--- config.mk ---
export PLATFORM = sky130hd
export DESIGN_NAME = dple_queue
export DESIGN_NICKNAME = d
export VERILOG_FILES = /design/src/rtl/core/dple_pkg.sv /design/src/rtl/core/dple_queue.sv
export SDC_FILE = /design/constraint.sdc
export NUM_CORES = 1
export LEC_CHECK = 0
export BUFFER_PORTS_ARGS = -buffer_cell sky130_fd_sc_hd__buf_2
export CORE_ASPECT_RATIO = 0.8
export CORE_MARGIN = 3
export CORE_UTILIZATION = 25
export CTS_CLUSTER_DIAMETER = 120
export CTS_CLUSTER_SIZE = 28
export DETAILED_ROUTE_END_ITERATION = 7
export GPL_TIMING_DRIVEN = 0
export PLACE_DENSITY = 0.46
export SYNTH_ARGS = -nofsm -noshare
export SYNTH_HDL_FRONTEND = slang
export SYNTH_SLANG_ARGS = --single-unit
--- constraint.sdc ---
create_clock -name clock -period 3 [get_ports clock]
set_input_delay 0.3 -clock clock [delete_from_list [all_inputs] [get_ports clock]]
set_output_delay 0.3 -clock clock [all_outputs]
set_load 0.02 [all_outputs]
--- src/rtl/core/dple_pkg.sv ---
// dple_pkg: shared types, byte codes and decimal step table for the drat proof line encoder
// no dependencies; used by dple_front, dple_queue, dple_back and the encoder top

package dple_pkg;

   localparam int MAX_VARS    = 4096;
   localparam int VAR_W       = 12;
   localparam int MAP_W       = 30;
   localparam int ADDR_W      = $clog2(MAX_VARS);
   localparam int VAL_W       = MAP_W + 1;
   localparam int DIGIT_N     = 10;
   localparam int DIG_IDX_W   = $clog2(DIGIT_N);
   localparam int STEP_W      = 34;
   localparam int QUEUE_DEPTH = 2;
   localparam int QPTR_W      = $clog2(QUEUE_DEPTH);
   localparam int QCNT_W      = $clog2(QUEUE_DEPTH + 1);

   typedef enum logic [1:0] {
      CMD_MAP   = 2'd0,
      CMD_LIT   = 2'd1,
      CMD_EMPTY = 2'd2
   } cmd_type;

   typedef enum logic [3:0] {
      ST_IDLE,
      ST_PRE_A,
      ST_PRE_D,
      ST_PRE_SP,
      ST_MINUS,
      ST_DIGIT,
      ST_SPACE,
      ST_ZERO,
      ST_NEWLINE,
      ST_VARINT,
      ST_NUL
   } state_type;

   typedef struct packed {
      logic             is_empty;
      logic             negated;
      logic             first;
      logic             last;
      logic             delete_line;
      logic [MAP_W-1:0] mapped;
   } job_type;

   localparam logic [7:0] CH_A     = 8'h61;
   localparam logic [7:0] CH_D     = 8'h64;
   localparam logic [7:0] CH_SP    = 8'h20;
   localparam logic [7:0] CH_MINUS = 8'h2d;
   localparam logic [7:0] CH_ZERO  = 8'h30;
   localparam logic [7:0] CH_NL    = 8'h0a;
   localparam logic [7:0] CH_NUL   = 8'h00;
   localparam int         GROUP_W  = 7;

   // multiples m * 10^k, one row per decimal position
   typedef logic [9:1][STEP_W-1:0] step_row_type;
   typedef step_row_type [DIGIT_N-1:0] step_table_type;

   function automatic step_table_type build_steps();
      step_table_type    t;
      logic [STEP_W-1:0] p;
      p = STEP_W'(1);
      for (int k = 0; k < DIGIT_N; k++) begin
         for (int m = 1; m <= 9; m++) begin
            t[k][m] = STEP_W'(m) * p;
         end
         p = p * STEP_W'(10);
      end
      return t;
   endfunction

   localparam step_table_type STEP_TABLE = build_steps();

endpackage

--- src/rtl/core/dple_queue.sv ---
// dple_queue: short job queue between the request front and the byte sequencer
// depends on dple_pkg for the job type and depth

module dple_queue (
   input  logic              clock,
   input  logic              reset,
   input  logic              push,
   input  dple_pkg::job_type push_job,
   input  logic              pop,
   output dple_pkg::job_type head,
   output logic              full,
   output logic              empty
);

   dple_pkg::job_type                 mem_ff [dple_pkg::QUEUE_DEPTH];
   logic [dple_pkg::QPTR_W-1:0]       wr_ptr_ff, rd_ptr_ff;
   logic [dple_pkg::QCNT_W-1:0]       count_ff, count_in;

   assign full  = (count_ff == dple_pkg::QCNT_W'(dple_pkg::QUEUE_DEPTH));
   assign empty = (count_ff == '0);
   assign head  = mem_ff[rd_ptr_ff];

   always_comb begin
      count_in = count_ff;
      if (push && !pop) begin
         count_in = count_ff + 1'b1;
      end else if (pop && !push) begin
         count_in = count_ff - 1'b1;
      end
   end

   always_ff @(posedge clock) begin
      if (reset) begin
         wr_ptr_ff <= '0;
         rd_ptr_ff <= '0;
         count_ff  <= '0;
      end else begin
         count_ff <= count_in;
         if (push) begin
            wr_ptr_ff <= (wr_ptr_ff == dple_pkg::QPTR_W'(dple_pkg::QUEUE_DEPTH - 1)) ?
                         '0 : wr_ptr_ff + 1'b1;
         end
         if (pop) begin
            rd_ptr_ff <= (rd_ptr_ff == dple_pkg::QPTR_W'(dple_pkg::QUEUE_DEPTH - 1)) ?
                         '0 : rd_ptr_ff + 1'b1;
         end
      end
   end

   always_ff @(posedge clock) begin
      if (push) begin
         mem_ff[wr_ptr_ff] <= push_job;
      end
   end

endmodule

# Word level (Yosys, flattened, before mapping)
# Memory sizes are Yosys's and may differ from the RTL's. A register that Yosys moved wholly into a read port is not among the register bits.
# Cells that the tools add are included.
[word_totals]
ramBits = 70
in_bits = 39
n_memories = 1
output_inout_bits = 37
ff_bits = 4
[classes]
n_addsub = 4
n_reduce_logical = 6
eq_ne = 1
mux = 8
[memory_table]
columns = ["name", "depth", "word_bits", "read_ports", "rd_ports_with_merged_regs", "write_ports", "line", "rtl"]
rows = [
  ["mem_ff", 2, 35, 1, 1, 1, "dple_queue.sv:15", "dple_pkg::job_type mem_ff [dple_pkg::QUEUE_DEPTH];"],
]
[ops]
columns = ["op", "n"]
rows = [
  ["$mux W1", 6],
  ["$mux W2", 2],
  ["$add A1 B1 Y1 const B", 2],
  ["$add A2 B1 Y2 const B", 1],
  ["$eq A2 B2 Y1 const B", 1],
  ["$logic_and A1 B1 Y1", 2],
  ["$logic_not A1 Y1", 2],
  ["$logic_not A2 Y1", 1],
  ["$reduce_bool A2 Y1", 1],
  ["$sub A2 B1 Y2 const B", 1],
]

# Logic depth before layout (Yosys ltp)
[depth]
word_depth = 4
mapped_depth = 5

# Worst setup path after synthesis
# No wires, ideal clock.
[synth_path]
path_kind = "reg2reg"
from = "reg wr_ptr_ff"
to = "mem mem_ff[0][0] (netlist name), enable pin"
slack_ns = 0.669
period_less_slack_ns = 2.331
path_buffers = 0
arrival_ns = 1.899
path_stages_with_launch = 2
cell_sequence = "dfxtp_1 -> nor2b_1"
[synth_rtl]
columns = ["item", "line", "rtl"]
rows = [
  ["from (decl)", "dple_queue.sv:16", "logic [dple_pkg::QPTR_W-1:0] wr_ptr_ff, rd_ptr_ff;"],
  ["from (signal assigned)", "dple_queue.sv:40", "wr_ptr_ff <= (wr_ptr_ff == dple_pkg::QPTR_W'(dple_pkg::QUEUE_DEPTH - 1)) ?"],
  ["to (decl)", "dple_queue.sv:15", ""],
]
# Straight into the memory's write port.

==> results_dict.tcl <==
set metrics [dict create \
    status "finished clean" \
    synth_top_cell_area_share_pct 77.0 \
    fmax_mhz 527 \
    p_clk_share_pct 40.2 \
    power.total_mw 2.59 \
    period_needed_ns 1.90 \
    crit_type "register to output port" \
    grt_pass1_wl_mm 7.99 \
    clk_pin_slew_ns 0.06 \
    first_pass_iters 4 \
    worst_pin_slew_ns 0.373 \
    die_h_um 99.5 \
    hold_viol 0 \
    cts_resized 0 \
    clock_skew_ns 0.00441 \
    grt_max_degree 27 \
    syn-mean-instance-area_um2 20.9 \
    via_per_inst 3.95 \
    drc 0 \
    switching_share_pct 23.1 \
    cap_violations 0 \
    grt-ovfl-total 0 \
    worstSkewPairLatency_ns 0.32 \
    cp.arrival_ns 1.60 \
    cts_tree "built" \
    pwr-share-comb_pct 12.1 \
    areaGrowthSynthToFinish_pct 32.7 \
    antennaDiodeCount 0 \
    cts_max_path_buffers 2 \
    maxSlewHeadroom_pct 75.0 \
    rsz0062_at_grt "false" \
    ys_warn_count 0 \
    switching_power_uw 599 \
    gp_congestion 0.629 \
    hpwlAfterDp_mm 3.72 \
    seqPwrFrac_pct 47.6 \
    end_kind "output port" \
    drt.antenna.violating_nets 0 \
    synth_nets 171 \
    synth_cell_types 16 \
    grt_pass1_vias 1511 \
    routedWlPerCell_um 14.5 \
    powerDensity_nw_per_um2 716 \
    grtUsageTotal_pct 8.89 \
    drive_gt1_share_pct 59.4 \
    htreeDepth 3 \
    cts_hold_buf 0 \
    cts-root-buf "clkbuf_16" \
    path_max_fanout 10 \
    num_vias 1439 \
    synthCells 131 \
    min_period_over_period_pct 63.3 \
    drv_slew 0 \
    cts_setup_buffers 0 \
    cts.sinks 75 \
    rows 33 \
    crit_required_ns 2.70 \
    p_int_mw 2.00 \
    ys_seq_area_share_pct 80.6 \
    die_w_um 123 \
    hold_path_class "primary input to register" \
    start_kind "register" \
    cts_made_buffers 9 \
    nets 259 \
    drt_iter0_drc 66 \
    drt-total-wl_mm 5.27 \
    core-area_um2 10400 \
    die_area_um2 12200 \
    antenna_found_initial 0 \
    ir_drop_uv 221 \
    initial_core_util_pct 26.1 \
    fin_setup_tns_ns 0 \
    setup_viol 0 \
    ys_ff_latch 75 \
    synth_top_area_cell "edfxtp_1" \
    syn_area_um2 2730 \
    netlist_top_cells_area "edfxtp_1 77%, mux2_2 14%, dfxtp_1 3.7%" \
    port-buffer-count 75 \
    ios 76 \
    leakage_nw 1.36 \
]
==> synth_stat cells <==
master    count
a21oi_1       1
and2_1        1
and2b_2       1
buf_2         1
buf_4         3
dfxtp_1       5
edfxtp_1     70
ha_1          1
inv_1         1
mux2_2       35
nor2_1        5
nor2b_1       1
o21ai_0       1
or3_1         1
xnor2_1       2
xor2_1        2
==> power by group through the flow <==
stage	registers [mW]	logic, mW	clock network [mW]
3_3_place_gp	1.26	0.312	0
3_5_place_dp	1.26	0.325	0
2_1_floorplan	1.25	0.197	0
4_1_cts	1.24	0.326	1.09
6_report	1.24	0.315	1.04
5_1_grt	1.24	0.344	1.13
==> stage by stage <==
stage	instance area, um2	hold slack [ns]	utilization (%)	std cells	worst slack, ns
final	3620	0.162	34.7	364	1.10
after global routing	3620	0.147	34.7	364	0.980
after CTS	3620	0.147	34.7	364	1.04
after detailed placement	3330	0.491	31.9	348	1.40
after global placement	3280	0.488	31.4	346	-0.695
after floorplan	2730	0.369	-	131	0.669
==> metal layers <==
metal	vias up	global-route usage, %	wire length, um
met5	-	0	0
met4	0	3.36	59
met3	8	3.35	309
met2	46	13.8	2440
met1	705	11.3	2460
li1	680	-	-
==> final timing paths <==
| kind | startpoint | end | slack, ns | cells after the start |
|---|---|---|---|---|
| min reg2reg | rd_ptr_ff | rd_ptr_ff | 0.51 | 2 |
| min | push_job[34] | mem_ff[1][34] | 0.16 | 1 |
| max reg2reg | wr_ptr_ff | mem_ff[1][32] | 1.69 | 2 |
| max | register | head[13] | 1.10 | 4 |
==> placed cells by master, fill, tap and decap left out, types with 2 or more instances in the layout <==
cell,instances
inv_6,2
edfxtp_1,70
buf_12,2
buf_4,3
buf_2,76
nor2_1,5
xnor2_1,2
mux2_2,35
dfxtp_1,5
clkbuf_16,9
xor2_1,2
==> final cells by class <==
class	count	area [um2]
fill	1032	6820
tap	140	175
inverter	1	3.75
buffer	4	27.5
sequential	75	2200
clock inverter	6	63.8
timing repair buffer	77	415
clock buffer	10	229
multi-input combinational	51	507
==> flip-flops by register name (all words and copies together), names as in the netlist, named ones only <==
register   flops
mem_ff        70
rd_ptr_ff      1
count_ff       2
wr_ptr_ff      1
==> kinds of logic (layout without fill, tap and decap cells) <==
logic type | count (synthesis) | count (layout) | share of synthesized area (%)
adder cells (fa/ha/maj) | 1 | 1 | 0.458
XOR/XNOR | 4 | 4 | 1.28
buffers and inverters | 5 | 98 | 1.14
flip-flops | 75 | 75 | 80.6
AND/OR/NAND/NOR | 9 | 9 | 1.70
AO/OA/AOI/OAI | 2 | 2 | 0.366
multiplexers | 35 | 35 | 14.4
==> critical path, cell delays in order, from the launching register on <==
cell and delay (ns):
dfxtp_1 0.30, buf_2 0.22, buf_4 0.24, mux2_2 0.35, buf_2 0.16
(Power assumes the default switching activity.)
