--- config.mk ---
export PLATFORM = sky130hd
export DESIGN_NAME = dple_ram
export DESIGN_NICKNAME = d
export VERILOG_FILES = /design/src/rtl/core/dple_ram.sv
export SDC_FILE = /design/constraint.sdc
export NUM_CORES = 1
export LEC_CHECK = 0
export BUFFER_PORTS_ARGS = -buffer_cell sky130_fd_sc_hd__buf_2
export CAP_MARGIN = 20
export CORE_MARGIN = 2
export CORE_UTILIZATION = 30
export CTS_BUF_LIST = sky130_fd_sc_hd__clkbuf_2
export DETAILED_ROUTE_END_ITERATION = 16
export GPL_TIMING_DRIVEN = 0
export PLACE_DENSITY_LB_ADDON = 0.25
export SYNTH_ARGS = -nofsm -noshare
export SYNTH_HDL_FRONTEND = slang
export SYNTH_SLANG_ARGS = --single-unit
--- constraint.sdc ---
create_clock -name clock -period 1.85 [get_ports clock]
set_input_delay 0.0925 -clock clock [delete_from_list [all_inputs] [get_ports clock]]
set_output_delay 0.0925 -clock clock [all_outputs]
set_load 0.005 [all_outputs]
--- src/rtl/core/dple_ram.sv ---
// dple_ram: generic single write port, single read port ram with registered read
// no dependencies

module dple_ram #(
   parameter int  WIDTH = 8,
   parameter int  DEPTH = 16,
   localparam int AW    = $clog2(DEPTH)
) (
   input  logic             clock,
   input  logic             wr_en,
   input  logic [AW-1:0]    wr_addr,
   input  logic [WIDTH-1:0] wr_data,
   input  logic             rd_en,
   input  logic [AW-1:0]    rd_addr,
   output logic [WIDTH-1:0] rd_data
);

   logic [WIDTH-1:0] mem_ff [DEPTH];
   logic [WIDTH-1:0] rd_data_ff;

   always_ff @(posedge clock) begin
      if (wr_en) begin
         mem_ff[wr_addr] <= wr_data;
      end
      if (rd_en) begin
         rd_data_ff <= mem_ff[rd_addr];
      end
   end

   assign rd_data = rd_data_ff;

endmodule

# Word level (Yosys, flattened, before mapping)
# Memories as Yosys holds them, arrays and structs flattened. A register that Yosys moved wholly into a read port is not among the register bits.
# Index checks and enable logic that the tools add are counted.
dict set report totals {
  ram_bits 128
  register_bits 0
  memories 1
  out_inout_bits 8
  in_bits 19
}
dict set report classes {
  mux 2
}
# memory depth width read_ports rd_ports_with_merged_regs wr line
set mem_list {}
lappend mem_list {mem_ff 16 8 1 1 1 18} ;# logic [WIDTH-1:0] mem_ff [DEPTH];
# cell n
set ops {}
lappend ops {{2-to-1 mux 1 bit} 2}

# Depth between registers and ports, before layout
# Gate-level depths: netlist of run 1.
dict set report logic_depth {
  word_depth 2
  depth_mapped 5
  mapped_depth_nobuf 3
}

# Least setup slack after synthesis of run 1
# Ideal clock, no wire load.
dict set report synth_path {
  path_kind {in2reg}
  start {in wr_addr[2]}
  end {mem mem_ff[0][0], enable pin}
  cell_stages 2
  n_path_buf 0
  arrival_ns 1.202
  slack_ns 0.265
  setup_time_ns 0.383
  path_cell_list {or3b_2 > nor3_1}
}
# item line
set synth_lines {}
lappend synth_lines {{start, declared} 11} ;# input logic [AW-1:0] wr_addr,
lappend synth_lines {{end, declared} 18}
# Straight into the memory's write port.

==> metrics.txt, run 1 <==
antenna violations before repair=0; Horiz. Die Dim=~140 µm; Synth Flop Type=edfxtp_1; WP data required=~2.3 ns; Num Clock Sinks=136; maximum clock insertion buffer count=2; via count=2456; Adder-Cell Fraction of Synth Area=0%; Max Cap Viol=0; beginning of the worst hold path=rd_addr[0]; reg-to-reg critical path startpoint=mem_ff[2][0]; Synth Area per Inst=around 23 µm²; Worst Setup End Kind=flop; Die Ht=136 µm; FFs w/ async S/R, synth=0%; WHS Endpoint=rd_data[7]; Yosys top cell by area=edfxtp_1; final setup fails=0; post-synth net total=roughly 250; DR iter-0 viols=approximately 220; FF+latch area=between 0.004 and 0.005 mm²; Reg2Reg Setup Slack=0.09 ns; worst r2r dst=rd_data[0]; final slew viol count=0; Routed Antenna Nets=0; post-layout minimum cycle time=~1.8 ns; clk slew on worst S/H paths=0.18 ns; Post-synth EDFFs=approximately 140; clk_lat worst skew=approximately 0.65 ns; commonest cells in the netlist=136 x edfxtp_1, 18 x mux4_2, 16 x a22oi_1; RSZ-0062 raised after global routing=no; Nets=311; wire per inst=roughly 20 µm; Post-Syn Area=roughly 0.0052 mm²; # fillers=1643; DR vias/cell=around 4.6; R2R depth=3; worst min path class=input port to flop; Fin Setup TNS=0 ns; CP max FO=1; layout cells sized above 1=about 29%; Post-CTS Setup Bufs=0; Final Wtd Congestion=approximately 0.70; first-pass GRT wire length=around 16000 µm; Power Dens Cells=roughly 940 mW/mm²; placed cell count=a little under 500; relative slew slack=a little under half; FMAX=569 MHz; row cnt=48; Critical Path Start Type=flop; worst hold path depth=4; Port Buf Inserts=25; post-synthesis compound-gate area fraction=roughly 2.3%; drt drc=0; gr ovfl total=0; main area contributors after synthesis=edfxtp_1 78%, mux4_2 7.8%, mux4_1 7.0%; Antenna diodes=0; Synth Register Bits=approximately 140; final hold vios=0; Distinct cells, synth=18; synthesized instance count=~230; Tcrit/Tclk final=a little over nine tenths; Starting Density=30.4%; crit path DAT=roughly 2.2 ns; Synth warnings=0; multiplexer share of the synthesized area=14.8%; most frequent cell after synthesis=edfxtp_1; Routed WL=10600 µm; die area=between 0.015 and 0.02 mm²; core region area=0.0172 mm²; top cell type's share of synthesized area=between 70 and 80%; largest family of logic cells by synthesized area=multiplexers; htree depth=4; Root Driver=clkbuf_2; largest net degree at the start of global routing=17; CTS tree=yes; area delta synth->final=16.4%; CP Class=flop to flop; worst slew pin tran=around 0.81 ns; peak supply drop=slightly below 0.5 mV; CP Launch Point=mem_ff[2][0]; status=complete, no violations; io pins=27; leakage=~2 nW; dpl hpwl=around 7000 µm; CTS buffer count=17; Tot GR Track Use=about an eighth; clk_skew=0.0203 ns; First-pass DRT Iterations=4; vias in the first global route=~2600; Post-Synth Simple-Gate Area=roughly 3.1%; register area share after synthesis=between 70% and 80%; Layout Cells excl Fill=530; footprint of the multi-input gates=between 0.001 and 0.0015 mm²; Post-Synth XOR/XNOR Area=0%
-- routing by layer --
metal  part of all wire [%]  global-route usage (%)  vias to the layer above  wire (µm)
li1                       -                       -                     1110          -
met4                    1.1                    3.82                        0        117
met2                     47                    19.3                       85       5020
met3                    7.9                    4.88                       10        840
met1                     44                    16.8                     1251       4670
met5                      0                       0                        -          0
-- report_power, final --
group | switching [mW] | internal [mW]
combinational | 0.205 | 0.155
sequential | 0.0134 | 3.47
clock | 1.00 | 0.891
-- final cells by class --
class / count / share of cell area (%)
plain buffers: 10 / 1.42
clock buffers: 21 / 1.73
clock inverters: 11 / 2.53
multi-input cells: 83 / 17.5
flip-flops and latches: 136 / 67.1
well taps: 225 / 4.63
repair buffers: 44 / 5.02
-- per-stage QoR --
step                utilization [%]  worst slack, ns  hold slack [ns]  power, mW  area, µm²
global route                   35.4           0.0638           0.0533       5.96       6080
detailed placement             32.9           -0.108            0.432       3.90       5660
finish                         35.4           0.0917            0.150       5.73       6080
CTS                            35.4           0.0220           0.0430       5.81       6080
floorplan                         -            0.265            0.191       3.73       5230
global placement               32.8           -0.319            0.430       3.88       5630
-- repair_timing --
action	CTS	global route
resized for setup	0	1
endpoints found under the setup margin	0	6
hold buffers	16	0
endpoints found under the hold margin	154	0
-- critical path: stages (launching register included) --
cell      delay [ns]
edfxtp_1        0.41
mux4_1          0.55
a22oi_1         0.39
nand2_1         0.17
-- how the worst max path moves through the flow --
stage / endpoint / slack (ns) / cells past startpoint
after floorplan: mem_ff[0][0] / 0.26 / 2
after global placement: mem_ff[0][3] / -0.32 / 3
after detailed placement: mem_ff[0][3] / -0.11 / 4
after CTS: mem_ff[4][4] / 0.02 / 6
after global routing: rd_data[3] / 0.06 / 3
final: rd_data[0] / 0.09 / 3
-- logic make-up (layout without fill, tap and decap cells) --
kind of cell,Yosys count,after routing
flops,136,136
simple gates,35,35
mux,32,32
compound gates,16,16
buf+inv,10,86
-- sequential cells by signal, indices dropped and copies added, names as in the netlist --
| register | cells |
|---|---|
| mem_ff | 128 |
| rd_data | 8 |
-- cells in the final DEF (no fill, tap or decap), types with 4 or more instances in the layout --
cell type      Yosys  layout
dlygate4sd3_1      0      16
edfxtp_1         136     136
mux4_1            14      14
mux4_2            18      18
buf_2              3      29
bufinv_16          0       4
a22oi_1           16      16
nor2_1            13      13
clkbuf_2           0      21
nand2_1            9       9
(Power assumes the default switching activity.)
==> run 2, diff against run 1 <==
REMOVE_ABC_BUFFERS = 1   (was unset)
==> metrics.txt, run 2 (synthesis results as in run 1) <==
Antenna diodes=0; layout cells sized above 1=a little over a quarter; final slew viol count=0; Num Clock Sinks=approximately 140; vias in the first global route=about 2600; Fin Setup TNS=0 ns; area delta synth->final=16.3%; largest net degree at the start of global routing=33; worst slew pin tran=about 1.0 ns; clk slew on worst S/H paths=around 0.20 ns; leakage=approximately 2.0 nW; CP max FO=8; FMAX=around 560 MHz; pre-CTS WS=-0.571 ns; sequential power share=between 50% and 60%; Tot GR Track Use=approximately an eighth; peak supply drop=0.326 mV; # fillers=roughly 1700; Horiz. Die Dim=around 140 µm; maximum clock insertion buffer count=2; via count=2376; Critical Path Start Type=input port; Routed Antenna Nets=0; antenna violations before repair=0; Starting Density=roughly 30%; Port Buf Inserts=26; Layout Cells excl Fill=520; Nets=around 300; gr ovfl total=0; area post-placement=approximately 0.0056 mm²; Power Total=about 6.0 mW; Die Ht=approximately 140 µm; final setup fails=0; P_sw=approximately 1.3 mW; slack of the critical path=between 0.06 and 0.07 ns; CTS tree=yes; dpl hpwl=a little over 6000 µm; post-layout minimum cycle time=about 1.8 ns; most frequent cells in the layout=136 x edfxtp_1, 26 x buf_2, 18 x mux4_2, 18 x clkbuf_2; Routed WL=10300 µm; DR vias/cell=roughly 4.6; Final Wtd Congestion=between 0.6 and 0.7; placed cell count=roughly 470; internal power=between 4 and 5 mW; combinational share of power=5.5%; htree depth=4; clk_skew=a little over 0.03 ns; First-pass DRT Iterations=4; clock share of power=36.6%; crit path DAT=2.07 ns; core region area=approximately 0.017 mm²; relative slew slack=30.8%; RSZ-0062 raised after global routing=no; fin area=slightly above 0.006 mm²; status=complete, no violations; worst min path class=input port to flop; Tcrit/Tclk final=between 90% and 100%; WP data required=around 2.1 ns; drt drc=0; io pins=27; Largest register FFs=128; CTS buffer count=17; row cnt=48; die area=approximately 0.018 mm²; CP Class=input port to flop; Power Dens Cells=just under 1000 mW/mm²; Max Cap Viol=0; wire per inst=a little under 20 µm; Root Driver=clkbuf_2; clk_lat worst skew=roughly 0.67 ns; Sw Ratio=20.9%; DR iter-0 viols=220; Worst Setup End Kind=flop; Top reg by flops=mem_ff; first-pass GRT wire length=15600 µm; commonest non-fill, non-tap cell in the layout=edfxtp_1; final hold vios=0
run 2: cell count changes in the layout (fill, tap and decap cells not counted), sizes merged:
cell and change:
buf -7, clkdlybuf4s25 -3, clkinv -1, bufinv +2
clkinvlp +2, clkbuf -3
run 2: critical path, stage by stage:
cell           delay [ns]
dlygate4sd3_1        0.53
buf_2                0.13
or3b_2               0.51
nor2_1               0.80
run 2: power groups by stage:
| stage | Combinational, mW | Sequential (mW) | Clock, mW |
|---|---|---|---|
| 2_1_floorplan | 0.138 | 3.55 | 0 |
| 3_3_place_gp | 0.305 | 3.55 | 0 |
| 3_5_place_dp | 0.311 | 3.55 | 0 |
| 4_1_cts | 0.337 | 3.48 | 2.25 |
| 5_1_grt | 0.367 | 3.49 | 2.39 |
| 6_report | 0.333 | 3.48 | 2.20 |
run 2: metal layers:
layer / routed length, µm / global-route usage, %
met4: 86 / 3.99
met3: 329 / 3.47
met1: 4640 / 15.6
met5: 0 / 0
met2: 5290 / 20.0
run 2: area by class of cell:
type / instances / area (µm²) / area share [%]
clock buffers: 18 / 90.1 / 1.48
well taps: 225 / 282 / 4.63
flip-flops and latches: 136 / 4080 / 67.2
clock inverters: 14 / 229 / 3.77
repair buffers: 44 / 318 / 5.23
multi-input cells: 83 / 1080 / 17.7
run 2: path summary, 6_finish.rpt:
kind                 start           end  slack [ns]  cells past startpoint
max             wr_addr[2]  mem_ff[2][2]        0.07                      4
min             rd_addr[2]    rd_data[5]        0.12                      4
max reg2reg   mem_ff[1][5]    rd_data[5]        0.28                      3
min reg2reg  mem_ff[14][2]    rd_data[2]        0.74                      3
run 2: what timing repair did:
action                                 in CTS  in global routing
gates resized for setup                     0                  1
hold buffers                               16                  0
buffers inserted                            0                  0
endpoints found under the hold margin     163                  0
setup endpoints to repair                   0                  5
run 2: metrics by stage:
| stage | hold WS [ns] | utilization (%) |
|---|---|---|
| 6_report | 0.125 | 35.4 |
| 5_1_grt | 0.0911 | 35.4 |
| 4_1_cts | 0.0636 | 35.2 |
| 3_5_place_dp | 0.448 | 32.5 |
| 3_3_place_gp | 0.434 | 32.3 |
| 2_1_floorplan | 0.191 | - |
==> run 3, diff against run 2 <==
ABC_AREA = 1   (was unset)
==> metrics.txt, run 3 <==
status=complete, no violations; final hold vios=0; vias in the first global route=3609; io pins=27; main area contributors after synthesis=edfxtp_1 70%, nand2_1 11%, nand3_1 8.3%; final setup fails=0; Synth Area per Inst=10.6 µm²; leakage=~2.7 nW; commonest cells in the netlist=173 x nand2_1, 136 x edfxtp_1, 100 x inv_1; die area=0.0206 mm²; beginning of the worst hold path=wr_en; RSZ-0062 raised after global routing=no; clk slew on worst S/H paths=around 0.18 ns; Root Driver=clkbuf_2; area delta synth->final=10.9%; worst hold path depth=3; Post-CTS Setup Bufs=0; CP Launch Point=rd_addr[2]; largest net degree at the start of global routing=between 60 and 70; worst r2r dst=rd_data[3]; clk_lat worst skew=0.67 ns; drt drc=0; row cnt=51; layout cells sized above 1=9.20%; FF+latch area=0.00408 mm²; slack of the critical path=around 0.072 ns; via count=3742; Nets=just over 600; Worst Setup End Kind=flop; gr ovfl total=0; Top reg by flops=mem_ff; sequential power share=64.4%; pre-CTS WS=-0.383 ns; CTS buffer count=17; Post-Syn Area=a little under 0.006 mm²; relative slew slack=45.0%; crit-path max cell delay=~0.54 ns; footprint of the multi-input gates=0.00121 mm²; clk_skew=between 0.02 and 0.03 ns; Starting Density=30.3%; Power Dens Cells=834 mW/mm²; # fillers=around 2000; Tcrit/Tclk final=between 90% and 100%; Die Ht=144 µm; FFs w/ async S/R, synth=0%; final slew viol count=0; First-pass DRT Iterations=7; maximum clock insertion buffer count=2; most frequent cell after synthesis=nand2_1; commonest non-fill, non-tap cell in the layout=nand2_1; register area share after synthesis=approximately 70%; Yosys top cell by area=edfxtp_1; CP max FO=17; core region area=0.0193 mm²; R2R depth=7; ordered cell list for the critical path=dlygate4sd3_1 > buf_2 > inv_1 > nand3_1 > nand3_1 > dlygate4sd3_1 > nand2_1; P_sw=roughly 1.4 mW; Distinct cells, synth=11; WHS Endpoint=mem_ff[1][6]; Synth Flop Type=edfxtp_1; post-layout minimum cycle time=1.78 ns; Num Clock Sinks=136; htree depth=4; peak supply drop=around 0.28 mV; Tot GR Track Use=about 14%; Critical Path Start Type=input port; first-pass GRT wire length=around 20000 µm; combinational share of power=under 10%; Horiz. Die Dim=roughly 140 µm; crit path DAT=~2.2 ns; antenna violations before repair=0; DR vias/cell=~4.3; Routed WL=13200 µm; Fin Setup TNS=0 ns; reg-to-reg critical path startpoint=mem_ff[13][3]; synthesized instance count=around 550; Routed Antenna Nets=0; worst min path class=input port to flop; Synth warnings=0; Synth Register Bits=about 140; slowest stage cell, crit path=dlygate4sd3_1; clock share of power=between 20% and 30%; Largest register FFs=128; Max Cap Viol=0; Antenna diodes=0; FMAX=563 MHz; internal power=between 4 and 5 mW; worst slew pin tran=~0.82 ns; Final Wtd Congestion=between 0.7 and 0.8; most frequent cells in the layout=173 x nand2_1, 136 x edfxtp_1, 100 x inv_1; DR iter-0 viols=around 210; CP Class=input port to flop; Sw Ratio=between 20% and 30%; WP data required=around 2.3 ns; Post-synth EDFFs=around 140; CTS tree=yes; top cell type's share of synthesized area=between 60 and 70%; Port Buf Inserts=26; dpl hpwl=7990 µm; Reg2Reg Setup Slack=around 0.19 ns; wire per inst=approximately 15 µm; final core utilization=33.7%
==> run 3: per-stage QoR <==
step | power [mW] | area [µm²] | cells | hold slack (ns)
after floorplan | 3.74 | 5680 | 527 | 0.191
after global placement | 3.95 | 6140 | 818 | 0.422
after detailed placement | 3.97 | 6160 | 819 | 0.447
after CTS | 5.46 | 6470 | 862 | 0.0106
after global routing | 5.67 | 6490 | 863 | 0.00774
final | 5.41 | 6490 | 863 | 0.0655
==> run 3: how the worst max path moves through the flow <==
| stage | end | slack (ns) | cells after the start |
|---|---|---|---|
| 4_1_cts | rd_data[3] | 0.03 | 8 |
| 6_report | rd_data[3] | 0.07 | 7 |
| 3_5_place_dp | rd_data[7] | -0.38 | 7 |
| 2_1_floorplan | rd_data[2] | 0.64 | 6 |
| 3_3_place_gp | rd_data[1] | -1.07 | 8 |
| 5_1_grt | rd_data[3] | 0.04 | 7 |
==> run 3: final cells by class <==
type,count,share of cell area (%)
clock buffers,20,1.54
clock inverters,11,1.29
inverters,102,5.90
multi-input cells,289,18.7
flip-flops and latches,136,63.0
well taps,265,5.11
repair buffers,40,4.48
==> run 3: critical path, delay by kind of cell <==
| family | cells | cell delay [ns] |
|---|---|---|
| buffers and inverters | 4 | 1.85 |
| AND/OR/NAND/NOR | 3 | 0.28 |
==> run 3: kinds of logic after synthesis <==
family | Yosys count | share of synthesized area [%]
and+or+nand+nor | 289 | 20.8
DFF | 136 | 69.8
buffers and inverters | 126 | 9.39
==> run 3: repair_timing <==
item	CTS	global route
hold buffers	12	0
resized for setup	0	0
endpoints found under the hold margin	144	0
==> run 3: per-layer routing <==
metal / routed length, µm / GRT usage (%)
met1: 6270 / 19.0
met2: 6020 / 21.4
met3: 765 / 3.70
met4: 163 / 3.92
met5: 0 / 0
==> run 3: power groups by stage <==
stage                     clock (mW)  sequential (mW)  combinational (mW)
after floorplan                    0             3.55               0.186
after global placement             0             3.55               0.400
after detailed placement           0             3.55               0.413
after CTS                       1.54             3.48               0.434
after global routing            1.70             3.49               0.485
final                           1.50             3.48               0.431
